===== src/design/dtok_pkg.sv =====
// ----------------------------------------------------------------------------
// dtok_pkg - shared types, constants and token ROM for the detokenizer
// Command format between front and back, status codes, token text tables.
// ----------------------------------------------------------------------------
package dtok_pkg;

    localparam int MAX_TOKEN_BYTES_DEF = 16;
    localparam int FIFO_DEPTH_DEF      = 4;

    // longest table entry in bytes; text is stored left-justified
    localparam int TXT_BYTES = 13;
    localparam int TXT_W     = 8 * TXT_BYTES;
    localparam int LEN_W     = 4;

    localparam logic [16:0] POS_MAX      = 17'h1FFFF;
    localparam logic [16:0] DATA_LEN_POS = 17'h00035;
    localparam logic [16:0] DATA_POS     = 17'h00037;
    localparam logic [16:0] MIN_FILE     = 17'h00039;

    localparam logic [3:0] ST_OK        = 4'd0;
    localparam logic [3:0] ST_SMALL     = 4'd1;
    localparam logic [3:0] ST_SIG       = 4'd2;
    localparam logic [3:0] ST_DLEN      = 4'd3;
    localparam logic [3:0] ST_HDR_TRUNC = 4'd4;
    localparam logic [3:0] ST_HDR_SIZE  = 4'd5;
    localparam logic [3:0] ST_NOT_PRGM  = 4'd6;
    localparam logic [3:0] ST_NO_BLEN   = 4'd7;
    localparam logic [3:0] ST_BODY_PAST = 4'd8;

    localparam logic [1:0] KIND_NAME   = 2'd0;
    localparam logic [1:0] KIND_TEXT   = 2'd1;
    localparam logic [1:0] KIND_STATUS = 2'd2;

    typedef enum logic [1:0] {
        OP_NONE,
        OP_NAME,
        OP_THETA,
        OP_TOKEN
    } op_t;

    typedef struct packed {
        op_t         op;
        logic [8:0]  pfx;       // bit 8: two-byte token
        logic [7:0]  data;
        logic [15:0] tally;     // count carried by text results
        logic        has_status;
        logic [3:0]  code;
        logic [15:0] scount;
    } cmd_t;

    typedef struct packed {
        logic [TXT_W-1:0] txt;
        logic [LEN_W-1:0] len;
        logic             known;
    } tok_rom_t;

    function automatic logic is_prefix(input logic [7:0] b);
        return b == 8'h5C || b == 8'h5D || b == 8'h5E || b == 8'h60 || b == 8'h62 ||
               b == 8'h63 || b == 8'h7E || b == 8'hAA || b == 8'hBB || b == 8'hEF;
    endfunction

    function automatic logic [7:0] sig_byte(input logic [2:0] k);
        logic [7:0] r;
        unique case (k)
            3'd0:    r = 8'h2A;
            3'd1:    r = 8'h2A;
            3'd2:    r = 8'h54;
            3'd3:    r = 8'h49;
            3'd4:    r = 8'h38;
            3'd5:    r = 8'h33;
            default: r = 8'h00;
        endcase
        return r;
    endfunction

    // right-justified literal -> left-justified text with length
    function automatic tok_rom_t lj(input logic [TXT_W-1:0] s);
        tok_rom_t r;
        int n;
        n = 0;
        for (int i = 0; i < TXT_BYTES; i++) begin
            if (s[8*i +: 8] != 8'h00) n++;
        end
        r.len   = LEN_W'(n);
        r.txt   = s << (8 * (TXT_BYTES - n));
        r.known = (n != 0);
        return r;
    endfunction

    function automatic tok_rom_t tok_lookup(input logic [8:0] pfx, input logic [7:0] b);
        logic [TXT_W-1:0] s;
        logic [7:0] dg;
        tok_rom_t r;
        s  = '0;
        dg = (b == 8'h09) ? 8'h30 : 8'h31 + b;
        if (!pfx[8]) begin
            unique case (b)
                8'h01: s = "\xE2\x96\xB6DMS";
                8'h02: s = "\xE2\x96\xB6Dec";
                8'h03: s = "\xE2\x96\xB6Frac";
                8'h04: s = "\xE2\x86\x92";
                8'h05: s = "Boxplot";
                8'h06: s = "[";
                8'h07: s = "]";
                8'h08: s = "{";
                8'h09: s = "}";
                8'h0A: s = "\xCA\xB3";
                8'h0B: s = "\xC2\xB0";
                8'h0C: s = "^-1";
                8'h0D: s = "^2";
                8'h0E: s = "^T";
                8'h0F: s = "^3";
                8'h10: s = "(";
                8'h11: s = ")";
                8'h12: s = "round(";
                8'h13: s = "pxl-Test(";
                8'h14: s = "augment(";
                8'h15: s = "rowSwap(";
                8'h16: s = "row+(";
                8'h17: s = "*row(";
                8'h18: s = "*row+(";
                8'h19: s = "max(";
                8'h1A: s = "min(";
                8'h1B: s = "R\xE2\x96\xB6Pr(";
                8'h1C: s = "R\xE2\x96\xB6P\xCE\xB8(";
                8'h1D: s = "P\xE2\x96\xB6Rx(";
                8'h1E: s = "P\xE2\x96\xB6Ry(";
                8'h1F: s = "median(";
                8'h20: s = "randM(";
                8'h21: s = "mean(";
                8'h22: s = "solve(";
                8'h23: s = "seq(";
                8'h24: s = "fnInt(";
                8'h25: s = "nDeriv(";
                8'h27: s = "fMin(";
                8'h28: s = "fMax(";
                8'h29: s = " ";
                8'h2A: s = "\"";
                8'h2B: s = ",";
                8'h2C: s = "i";
                8'h2D: s = "!";
                8'h2E: s = "CubicReg ";
                8'h2F: s = "QuartReg ";
                8'h30: s = "0";
                8'h31: s = "1";
                8'h32: s = "2";
                8'h33: s = "3";
                8'h34: s = "4";
                8'h35: s = "5";
                8'h36: s = "6";
                8'h37: s = "7";
                8'h38: s = "8";
                8'h39: s = "9";
                8'h3A: s = ".";
                8'h3B: s = "E";
                8'h3C: s = " xor ";
                8'h3E: s = ":";
                8'h3F: s = "\n";
                8'h40: s = " and ";
                8'h41: s = "A";
                8'h42: s = "B";
                8'h43: s = "C";
                8'h44: s = "D";
                8'h45: s = "E";
                8'h46: s = "F";
                8'h47: s = "G";
                8'h48: s = "H";
                8'h49: s = "I";
                8'h4A: s = "J";
                8'h4B: s = "K";
                8'h4C: s = "L";
                8'h4D: s = "M";
                8'h4E: s = "N";
                8'h4F: s = "O";
                8'h50: s = "P";
                8'h51: s = "Q";
                8'h52: s = "R";
                8'h53: s = "S";
                8'h54: s = "T";
                8'h55: s = "U";
                8'h56: s = "V";
                8'h57: s = "W";
                8'h58: s = "X";
                8'h59: s = "Y";
                8'h5A: s = "Z";
                8'h5B: s = "\xCE\xB8";
                8'h5F: s = "prgm";
                8'h64: s = "Radian";
                8'h65: s = "Degree";
                8'h66: s = "Normal";
                8'h67: s = "Sci";
                8'h68: s = "Eng";
                8'h69: s = "Float";
                8'h6A: s = "=";
                8'h6B: s = "<";
                8'h6C: s = ">";
                8'h6D: s = "\xE2\x89\xA4";
                8'h6E: s = "\xE2\x89\xA5";
                8'h6F: s = "\xE2\x89\xA0";
                8'h70: s = "+";
                8'h71: s = "-";
                8'h72: s = "Ans";
                8'h73: s = "Fix ";
                8'h74: s = "Horiz";
                8'h75: s = "Full";
                8'h76: s = "Func";
                8'h77: s = "Param";
                8'h78: s = "Polar";
                8'h79: s = "Seq";
                8'h82: s = "*";
                8'h83: s = "/";
                8'h84: s = "Trace";
                8'h85: s = "ClrDraw";
                8'h86: s = "ZStandard";
                8'h87: s = "ZTrig";
                8'h88: s = "ZBox";
                8'h89: s = "Zoom In";
                8'h8A: s = "Zoom Out";
                8'h8B: s = "ZSquare";
                8'h8C: s = "ZInteger";
                8'h8D: s = "ZPrevious";
                8'h8E: s = "ZDecimal";
                8'h8F: s = "ZoomStat";
                8'h90: s = "ZoomRcl";
                8'h91: s = "PrintScreen";
                8'h92: s = "ZoomSto";
                8'h93: s = "Text(";
                8'h94: s = " nPr ";
                8'h95: s = " nCr ";
                8'h96: s = "FnOn ";
                8'h97: s = "FnOff ";
                8'h98: s = "StorePic ";
                8'h99: s = "RecallPic ";
                8'h9A: s = "StoreGDB ";
                8'h9B: s = "RecallGDB ";
                8'h9C: s = "Line(";
                8'h9D: s = "Vertical ";
                8'h9E: s = "Pt-On(";
                8'h9F: s = "Pt-Off(";
                8'hA0: s = "Pt-Change(";
                8'hA1: s = "Pxl-On(";
                8'hA2: s = "Pxl-Off(";
                8'hA3: s = "Pxl-Change(";
                8'hA4: s = "Shade(";
                8'hA5: s = "Circle(";
                8'hA6: s = "Horizontal ";
                8'hA7: s = "Tangent(";
                8'hA8: s = "DrawInv ";
                8'hA9: s = "DrawF ";
                8'hAB: s = "rand";
                8'hAC: s = "\xCF\x80";
                8'hAD: s = "getKey";
                8'hAE: s = "'";
                8'hAF: s = "?";
                8'hB0: s = "-";
                8'hB1: s = "int(";
                8'hB2: s = "abs(";
                8'hB3: s = "det(";
                8'hB4: s = "identity(";
                8'hB5: s = "dim(";
                8'hB6: s = "sum(";
                8'hB7: s = "prod(";
                8'hB8: s = "not(";
                8'hB9: s = "iPart(";
                8'hBA: s = "fPart(";
                8'hBC: s = "\xE2\x88\x9A(";
                8'hBD: s = "\xC2\xB3\xE2\x88\x9A(";
                8'hBE: s = "ln(";
                8'hBF: s = "e^(";
                8'hC0: s = "log(";
                8'hC1: s = "10^(";
                8'hC2: s = "sin(";
                8'hC3: s = "sin^-1(";
                8'hC4: s = "cos(";
                8'hC5: s = "cos^-1(";
                8'hC6: s = "tan(";
                8'hC7: s = "tan^-1(";
                8'hC8: s = "sinh(";
                8'hC9: s = "sinh^-1(";
                8'hCA: s = "cosh(";
                8'hCB: s = "cosh^-1(";
                8'hCC: s = "tanh(";
                8'hCD: s = "tanh^-1(";
                8'hCE: s = "If ";
                8'hCF: s = "Then";
                8'hD0: s = "Else";
                8'hD1: s = "While ";
                8'hD2: s = "Repeat ";
                8'hD3: s = "For(";
                8'hD4: s = "End";
                8'hD5: s = "Return";
                8'hD6: s = "Lbl ";
                8'hD7: s = "Goto ";
                8'hD8: s = "Pause ";
                8'hD9: s = "Stop";
                8'hDA: s = "IS>(";
                8'hDB: s = "DS<(";
                8'hDC: s = "Input ";
                8'hDD: s = "Prompt ";
                8'hDE: s = "Disp ";
                8'hDF: s = "DispGraph";
                8'hE0: s = "Output(";
                8'hE1: s = "ClrHome";
                8'hE2: s = "Fill(";
                8'hE3: s = "SortA(";
                8'hE4: s = "SortD(";
                8'hE5: s = "DispTable";
                8'hE6: s = "Menu(";
                8'hE7: s = "Send(";
                8'hE8: s = "Get(";
                8'hE9: s = "PlotsOn ";
                8'hEA: s = "PlotsOff ";
                8'hEB: s = "L";
                8'hEC: s = "Plot1(";
                8'hED: s = "Plot2(";
                8'hEE: s = "Plot3(";
                8'hF0: s = "^";
                8'hF1: s = "\xCB\xA3\xE2\x88\x9A";
                8'hF2: s = "1-Var Stats ";
                8'hF3: s = "2-Var Stats ";
                8'hF4: s = "LinReg(a+bx) ";
                8'hF5: s = "ExpReg ";
                8'hF6: s = "LnReg ";
                8'hF7: s = "PwrReg ";
                8'hF8: s = "Med-Med ";
                8'hF9: s = "QuadReg ";
                8'hFA: s = "ClrList ";
                8'hFB: s = "ClrTable";
                8'hFC: s = "Histogram";
                8'hFD: s = "xyLine";
                8'hFE: s = "Scatter";
                8'hFF: s = "LinReg(ax+b) ";
                default: s = '0;
            endcase
        end else begin
            // generated families first, then the explicit pair table
            if (pfx[7:0] == 8'h5C && b < 8'h0A) begin
                s = TXT_W'({8'h5B, 8'h41 + b, 8'h5D});
            end else if (pfx[7:0] == 8'h60 && b < 8'h0A) begin
                s = TXT_W'({8'h50, 8'h69, 8'h63, dg});
            end else if (pfx[7:0] == 8'hAA && b < 8'h0A) begin
                s = TXT_W'({8'h53, 8'h74, 8'h72, dg});
            end else if (pfx[7:0] == 8'h5D && b < 8'h06) begin
                s = TXT_W'({8'h4C, 8'h31 + b});
            end else if (pfx[7:0] == 8'h5E && b >= 8'h10 && b <= 8'h19) begin
                s = TXT_W'({8'h59, (b == 8'h19) ? 8'h30 : 8'h30 + (b - 8'h0F)});
            end else if (pfx[7:0] == 8'h5E && b >= 8'h20 && b <= 8'h2B) begin
                s = TXT_W'({b[0] ? 8'h59 : 8'h58, 8'h31 + ((b - 8'h20) >> 1), 8'h54});
            end else if (pfx[7:0] == 8'h5E && b >= 8'h40 && b <= 8'h45) begin
                s = TXT_W'({8'h72, 8'h31 + (b - 8'h40)});
            end else if (pfx[7:0] == 8'h5E && b >= 8'h80 && b <= 8'h82) begin
                s = TXT_W'(8'h75 + (b - 8'h80));
            end else if (pfx[7:0] == 8'hBB && b >= 8'hB0 && b <= 8'hBA) begin
                s = TXT_W'(8'h61 + (b - 8'hB0));
            end else if (pfx[7:0] == 8'hBB && b >= 8'hBC && b <= 8'hCA) begin
                s = TXT_W'(8'h6C + (b - 8'hBC));
            end else begin
                unique case ({pfx[7:0], b})
                    16'h6302: s = "Xscl";
                    16'h6303: s = "Yscl";
                    16'h6304: s = "u(nMin)";
                    16'h6305: s = "v(nMin)";
                    16'h630A: s = "Xmin";
                    16'h630B: s = "Xmax";
                    16'h630C: s = "Ymin";
                    16'h630D: s = "Ymax";
                    16'h630E: s = "Tmin";
                    16'h630F: s = "Tmax";
                    16'h631A: s = "TblStart";
                    16'h631D: s = "nMax";
                    16'h631F: s = "nMin";
                    16'h6321: s = "\xE2\x88\x86Tbl";
                    16'h6336: s = "Xres";
                    16'h7E00: s = "Sequential";
                    16'h7E01: s = "Simul";
                    16'h7E02: s = "PolarGC";
                    16'h7E03: s = "RectGC";
                    16'h7E04: s = "CoordOn";
                    16'h7E05: s = "CoordOff";
                    16'h7E08: s = "AxesOn";
                    16'h7E09: s = "AxesOff";
                    16'h7E0C: s = "LabelOn";
                    16'h7E0D: s = "LabelOff";
                    16'hBB0A: s = "randInt(";
                    16'hBB0B: s = "randBin(";
                    16'hBB0C: s = "sub(";
                    16'hBB0D: s = "stdDev(";
                    16'hBB0E: s = "variance(";
                    16'hBB0F: s = "inString(";
                    16'hBB10: s = "normalcdf(";
                    16'hBB11: s = "invNorm(";
                    16'hBB25: s = "conj(";
                    16'hBB26: s = "real(";
                    16'hBB27: s = "imag(";
                    16'hBB28: s = "angle(";
                    16'hBB29: s = "cumSum(";
                    16'hBB2A: s = "expr(";
                    16'hBB2B: s = "length(";
                    16'hBB2C: s = "\xE2\x88\x86List(";
                    16'hBB2D: s = "ref(";
                    16'hBB2E: s = "rref(";
                    16'hBB2F: s = "\xE2\x96\xB6Rect";
                    16'hBB30: s = "\xE2\x96\xB6Polar";
                    16'hBB31: s = "e";
                    16'hBB39: s = "Matr\xE2\x96\xB6list(";
                    16'hBB3A: s = "List\xE2\x96\xB6matr(";
                    16'hBB50: s = "ExprOn";
                    16'hBB51: s = "ExprOff";
                    16'hBB52: s = "ClrAllLists";
                    16'hBB54: s = "DelVar ";
                    16'hBB55: s = "Equ\xE2\x96\xB6String(";
                    16'hBB56: s = "String\xE2\x96\xB6Equ(";
                    16'hBB57: s = "Clear Entries";
                    16'hBB65: s = "ZoomFit";
                    16'hBB68: s = "Archive ";
                    16'hBB69: s = "UnArchive ";
                    16'hBBA7: s = "\xCF\x80";
                    default:  s = '0;
                endcase
            end
        end
        if (s == '0) begin
            r       = lj(TXT_W'(8'h3F));
            r.known = 1'b0;
        end else begin
            r = lj(s);
        end
        return r;
    endfunction

endpackage


===== src/design/dtok_fifo.sv =====
// ----------------------------------------------------------------------------
// dtok_fifo - command queue between parser front and text back end
// Register-based FIFO; one push and one pop per cycle.
// ----------------------------------------------------------------------------
module dtok_fifo #(
    parameter int DEPTH = dtok_pkg::FIFO_DEPTH_DEF
) (
    input  logic           aclk,
    input  logic           aresetn,
    input  logic           push,
    input  dtok_pkg::cmd_t push_data,
    output logic           full,
    input  logic           pop,
    output logic           q_valid,
    output dtok_pkg::cmd_t q_data
);
    import dtok_pkg::*;

    localparam int PTR_W = (DEPTH > 1) ? $clog2(DEPTH) : 1;
    localparam int CNT_W = $clog2(DEPTH + 1);

    cmd_t             mem_reg [DEPTH];
    logic [PTR_W-1:0] wr_reg, wr_next;
    logic [PTR_W-1:0] rd_reg, rd_next;
    logic [CNT_W-1:0] cnt_reg, cnt_next;

    assign full    = (cnt_reg == CNT_W'(DEPTH));
    assign q_valid = (cnt_reg != '0);
    assign q_data  = mem_reg[rd_reg];

    always_comb begin
        wr_next  = push ? ((wr_reg == PTR_W'(DEPTH - 1)) ? '0 : wr_reg + 1'b1) : wr_reg;
        rd_next  = pop  ? ((rd_reg == PTR_W'(DEPTH - 1)) ? '0 : rd_reg + 1'b1) : rd_reg;
        cnt_next = cnt_reg + CNT_W'(push) - CNT_W'(pop);
    end

    always_ff @(posedge aclk) begin
        if (!aresetn) begin
            wr_reg  <= '0;
            rd_reg  <= '0;
            cnt_reg <= '0;
        end else begin
            wr_reg  <= wr_next;
            rd_reg  <= rd_next;
            cnt_reg <= cnt_next;
            if (push) begin
                mem_reg[wr_reg] <= push_data;
            end
        end
    end

`ifndef SYNTHESIS
    a_no_overflow: assert property (@(posedge aclk) disable iff (!aresetn)
        !(push && full && !pop)) else $error("command queue overflow");
    a_no_underflow: assert property (@(posedge aclk) disable iff (!aresetn)
        !(pop && !q_valid)) else $error("command queue underflow");
    a_cnt_range: assert property (@(posedge aclk) disable iff (!aresetn)
        cnt_reg <= CNT_W'(DEPTH)) else $error("command queue count out of range");
`endif

endmodule


===== config.mk =====
export PLATFORM = sky130hd
export DESIGN_NAME = dtok_fifo
export DESIGN_NICKNAME = d
export VERILOG_FILES = /design/src/design/dtok_pkg.sv /design/src/design/dtok_fifo.sv
export SDC_FILE = /design/constraint.sdc
export NUM_CORES = 1
export LEC_CHECK = 0
export BUFFER_PORTS_ARGS = -buffer_cell sky130_fd_sc_hd__buf_2
export CAP_MARGIN = 20
export CORE_ASPECT_RATIO = 0.8
export CORE_UTILIZATION = 57
export CTS_CLUSTER_SIZE = 20
export DETAILED_ROUTE_END_ITERATION = 10
export PLACE_DENSITY = 0.79
export SETUP_SLACK_MARGIN = 0.5
export SLEW_MARGIN = 25
export SYNTH_ARGS = -nofsm -noshare
export SYNTH_HDL_FRONTEND = slang
export SYNTH_SLANG_ARGS = --single-unit
export TNS_END_PERCENT = 5

===== constraint.sdc =====
create_clock -name aclk -period 3.6 [get_ports aclk]
set_clock_uncertainty 0.2 [all_clocks]
set_input_delay 0.72 -clock aclk [delete_from_list [all_inputs] [get_ports aclk]]
set_output_delay 0.72 -clock aclk [all_outputs]
set_load 0.05 [all_outputs]

* Word-level counts from Yosys, hierarchy flattened
Memories as Yosys holds them, arrays and structs flattened. A register that Yosys moved wholly into a read port is not among the register bits. Index checks and enable logic that the tools add are counted.
Storage, ports and cells: word-level logic and storage cells 19, memories 1, input bits 60, output and inout port bits 58, bits in writable memories 224, bits in registers 7
Memory list:
- mem_reg | depth 4, bits a word 56, read ports 1, clocked after Yosys merged registers in 1, wr ports 1, RTL line dtok_fifo.sv:22 | cmd_t mem_reg [DEPTH];
Operators by class: reduce and logical (&&, ||, !) cells 1, mux-type cells 7, add/sub/neg operators 4, eq/ne operators 3
Operators by type and width (count):
- $mux 2 | 4
- $add 2x1->2 const B | 2
- $eq 2x2->1 const B | 2
- $add 3x1->3 | 1
- $eq 3x3->1 const B | 1
- $mux 1 | 3
- $reduce_bool 3->1 | 1
- $sub 3x1->3 | 1

* Logic depth before layout (Yosys ltp)
depth after elaboration 4, depth in mapped cells 7, depth with buffers taken out 7

* Worst setup path before layout
OpenSTA, ideal clock, no wires.
path type input -> register, start point input aresetn, end point memory mem_reg[0][0] (netlist bit), enable pin, arrival 2.098 ns, setup slack 0.882 ns, data required time 2.980 ns, cell stages on the path 1, path through and3_1
On the way: cells in the longest elaborated chain, start to end 2
Ends and longest elaborated chain:
- start, declared | RTL line dtok_fifo.sv:9 | input logic aresetn,
- $mux 1 | RTL line dtok_fifo.sv:38 | if (!aresetn) begin
- $mux 1 (not written as such) | RTL line dtok_fifo.sv:47 | mem_reg[wr_reg] <= push_data;
- end, declared | RTL line dtok_fifo.sv:22
No other way between the ends.

==> flow_summary.toml <==
[synthesis]
synth_area_leaders = "edfxtp_1 78%, mux4_2 15%, dfxtp_1 2.1%"
synthDistinctLibCells = 20
synth-edff-count = 224
yosys.area.top_type = "edfxtp_1"
synth_warnings = 0
synthMostInstantiatedCell = "edfxtp_1"
synth_top_area_frac = 0.784
synth_seq_cells = 233
netlist_instances = 336
synth_commonest_cells = "224 x edfxtp_1, 56 x mux4_2, 9 x dfxtp_1"
async_flop_share = 0
syn_avg_cell_area_um2 = 25.5
synth-main-ff-cell = "edfxtp_1"
mappedNetlistArea_um2 = 8570
synth_nets = 404
seq_area_frac_synth = 0.805

[clock_tree]
cts.clk_slew.worst_paths_ns = 0.06
cts_tree = "built"
ctsResizeCount = 0
cts.sink_count = 233
htreeDepth = 1
clockBufferDepth = 3
clockRootBuffer = "clkbuf_16"
cts-buffers-inserted = 22
clk_latency_ns = 0.48

[power]
leakage_nw = 3.46
ir_drop_mv = 0.467
powerDensity_nw_per_um2 = 579

[sta]
worst_slack_ns = 0.656
period_share = 0.818
rsz0062_at_grt = "false"
worstMarginPinSlew_ns = 0.473
maxSlewHeadroom = 0.685
drv_slew = 0
finalSetupViolCount = 0
setup_tns_ns = 0
hold_viol_final = 0
max_freq_mhz = 340
min_period_ns = 2.94

[routing]
viasPerCell = 5.76
vias = 3925
wirelength_mm = 14.3
firstDrtPassIters = 8
drc_errors = 18
drt_first_iter_violations = 298
wire_per_inst_um = 21.0
drtAntennaViolNets = 0

[floorplanning]
core_region_area_um2 = 14500
ios = 118
rows = 39
initial_core_util = 0.592
die_area_um2 = 15500
dieHeight_um = 112
die_w_um = 139

[placed_design]
place_ws_ns = 0.887
gp_congestion = 0.685
hpwl_mm = 8.92
port_buffers = 117

[global_route]
overflow = 0
grt_pass1_vias = 4087
grt_pass1_wl_mm = 22.2
grt_util_all_layers = 0.191
grt_max_degree = 44
antenna_found_initial = 2

[worst_hold_path]
hold_path_class = "in2reg"

[worst_setup_path]
critPathMaxStageDelay_ns = 0.57
end_kind = "output port"
critPathArrivalTime_ns = 2.02
worstPathMaxFanout = 43
crit_buf_inv = 2
cp-start-kind = "flip-flop"
critPathKind = "reg2out"
slowest_stage = "dfxtp_2"
critPathTopFamily = "flip-flops"
crit_chain = "buf_12, mux4_2, buf_2"
required_ns = 2.68

[finish]
utilization = 0.697
largest_register_ffs = 224
syn_to_final_growth_pct = 17.8
fin_nets = 548
final_layout_size_suffix_gt1_frac = 0.458

[flow_run]
max_cap_violations = 0

[status]
violations = "DRC"
status = "finished, violations left"
==> what timing repair did <==
item | CTS | global route
hold buffers | 0 | 0
setup endpoints to repair | 34 | 14
buffers inserted | 1 | 3
==> final timing paths <==
path / from / endpoint / slack, ns / cells past startpoint
setup / recovery: flip-flop / q_data[5] / 0.66 / 3
hold / removal: push_data[7] / mem_reg[0][7] / 0.24 / 1
setup reg to reg: cnt_reg[0] / cnt_reg[2] / 1.62 / 7
hold reg to reg: rd_reg[0] / flip-flop / 0.32 / 2
==> through the flow <==
step,instances,instance area (um2),power [mW],hold WS (ns)
final,681,10100,5.85,0.244
after global routing,680,10100,6.03,0.226
after CTS,677,10100,5.90,0.228
after detailed placement,636,9390,3.83,0.314
after global placement,636,9390,3.81,0.288
after floorplan,336,8570,3.66,0.276
==> cell families (layout without fill, tap and decap cells) <==
logic type / after synthesis / in the layout / synth area share
DFF: 233 / 233 / 0.805
xor gates and xnor gates: 1 / 1 / 0.00277
muxes: 58 / 58 / 0.149
and+or+nand+nor: 15 / 15 / 0.0107
buffers and inverters: 19 / 179 / 0.0179
other: 0 / 1 / 0
AOI/OAI and AO/OA: 2 / 2 / 0.00117
adders and majority gates: 8 / 8 / 0.0125
==> power by group <==
group | total [mW] | internal, mW | switching (mW) | leakage, nW
combinational | 0.694 | 0.230 | 0.465 | 1.03
clock | 2.07 | 1.16 | 0.911 | 0.328
sequential | 3.08 | 3.05 | 0.0292 | 2.11
total | 5.85 | 4.44 | 1.40 | 3.46
==> layout make-up <==
cell class,count,area [um2]
clock buffers,26,587
repair buffers,132,756
fillers,880,4390
well taps,184,230
flip-flops and latches,233,6910
clock inverters,14,66.3
diodes,1,2.50
multi-input cells,84,1520
inverters,7,26.3
==> placed cells by master, fill, tap and decap left out, drive strengths merged <==
cell	n
buf	132
clkbuf	26
or3b	2
dfxtp	9
nand2b	2
inv	7
xor3	1
or3	1
and3	5
edfxtp	224
clkinv	14
nor2	3
ha	7
mux4	56
mux2i	2
a21oi	2
fa	1
diode	1
and2	2
==> worst register-to-register path: cells and delay by family, from the launching register on <==
kind	cells	cell delay, ns
xor+xnor	1	0.38
fa+ha+maj	3	0.84
buf+inv	2	0.09
flops	1	0.32
simple gates	1	0.04
==> routing by layer <==
metal | wire length (um) | up-vias | track usage
met5 | 10 | - | 0
met4 | 193 | 2 | 0.0393
met3 | 1170 | 23 | 0.0525
met2 | 6960 | 148 | 0.309
met1 | 5990 | 2033 | 0.266
li1 | - | 1719 | -
No activity file was read; power rests on OpenSTA's default activity.
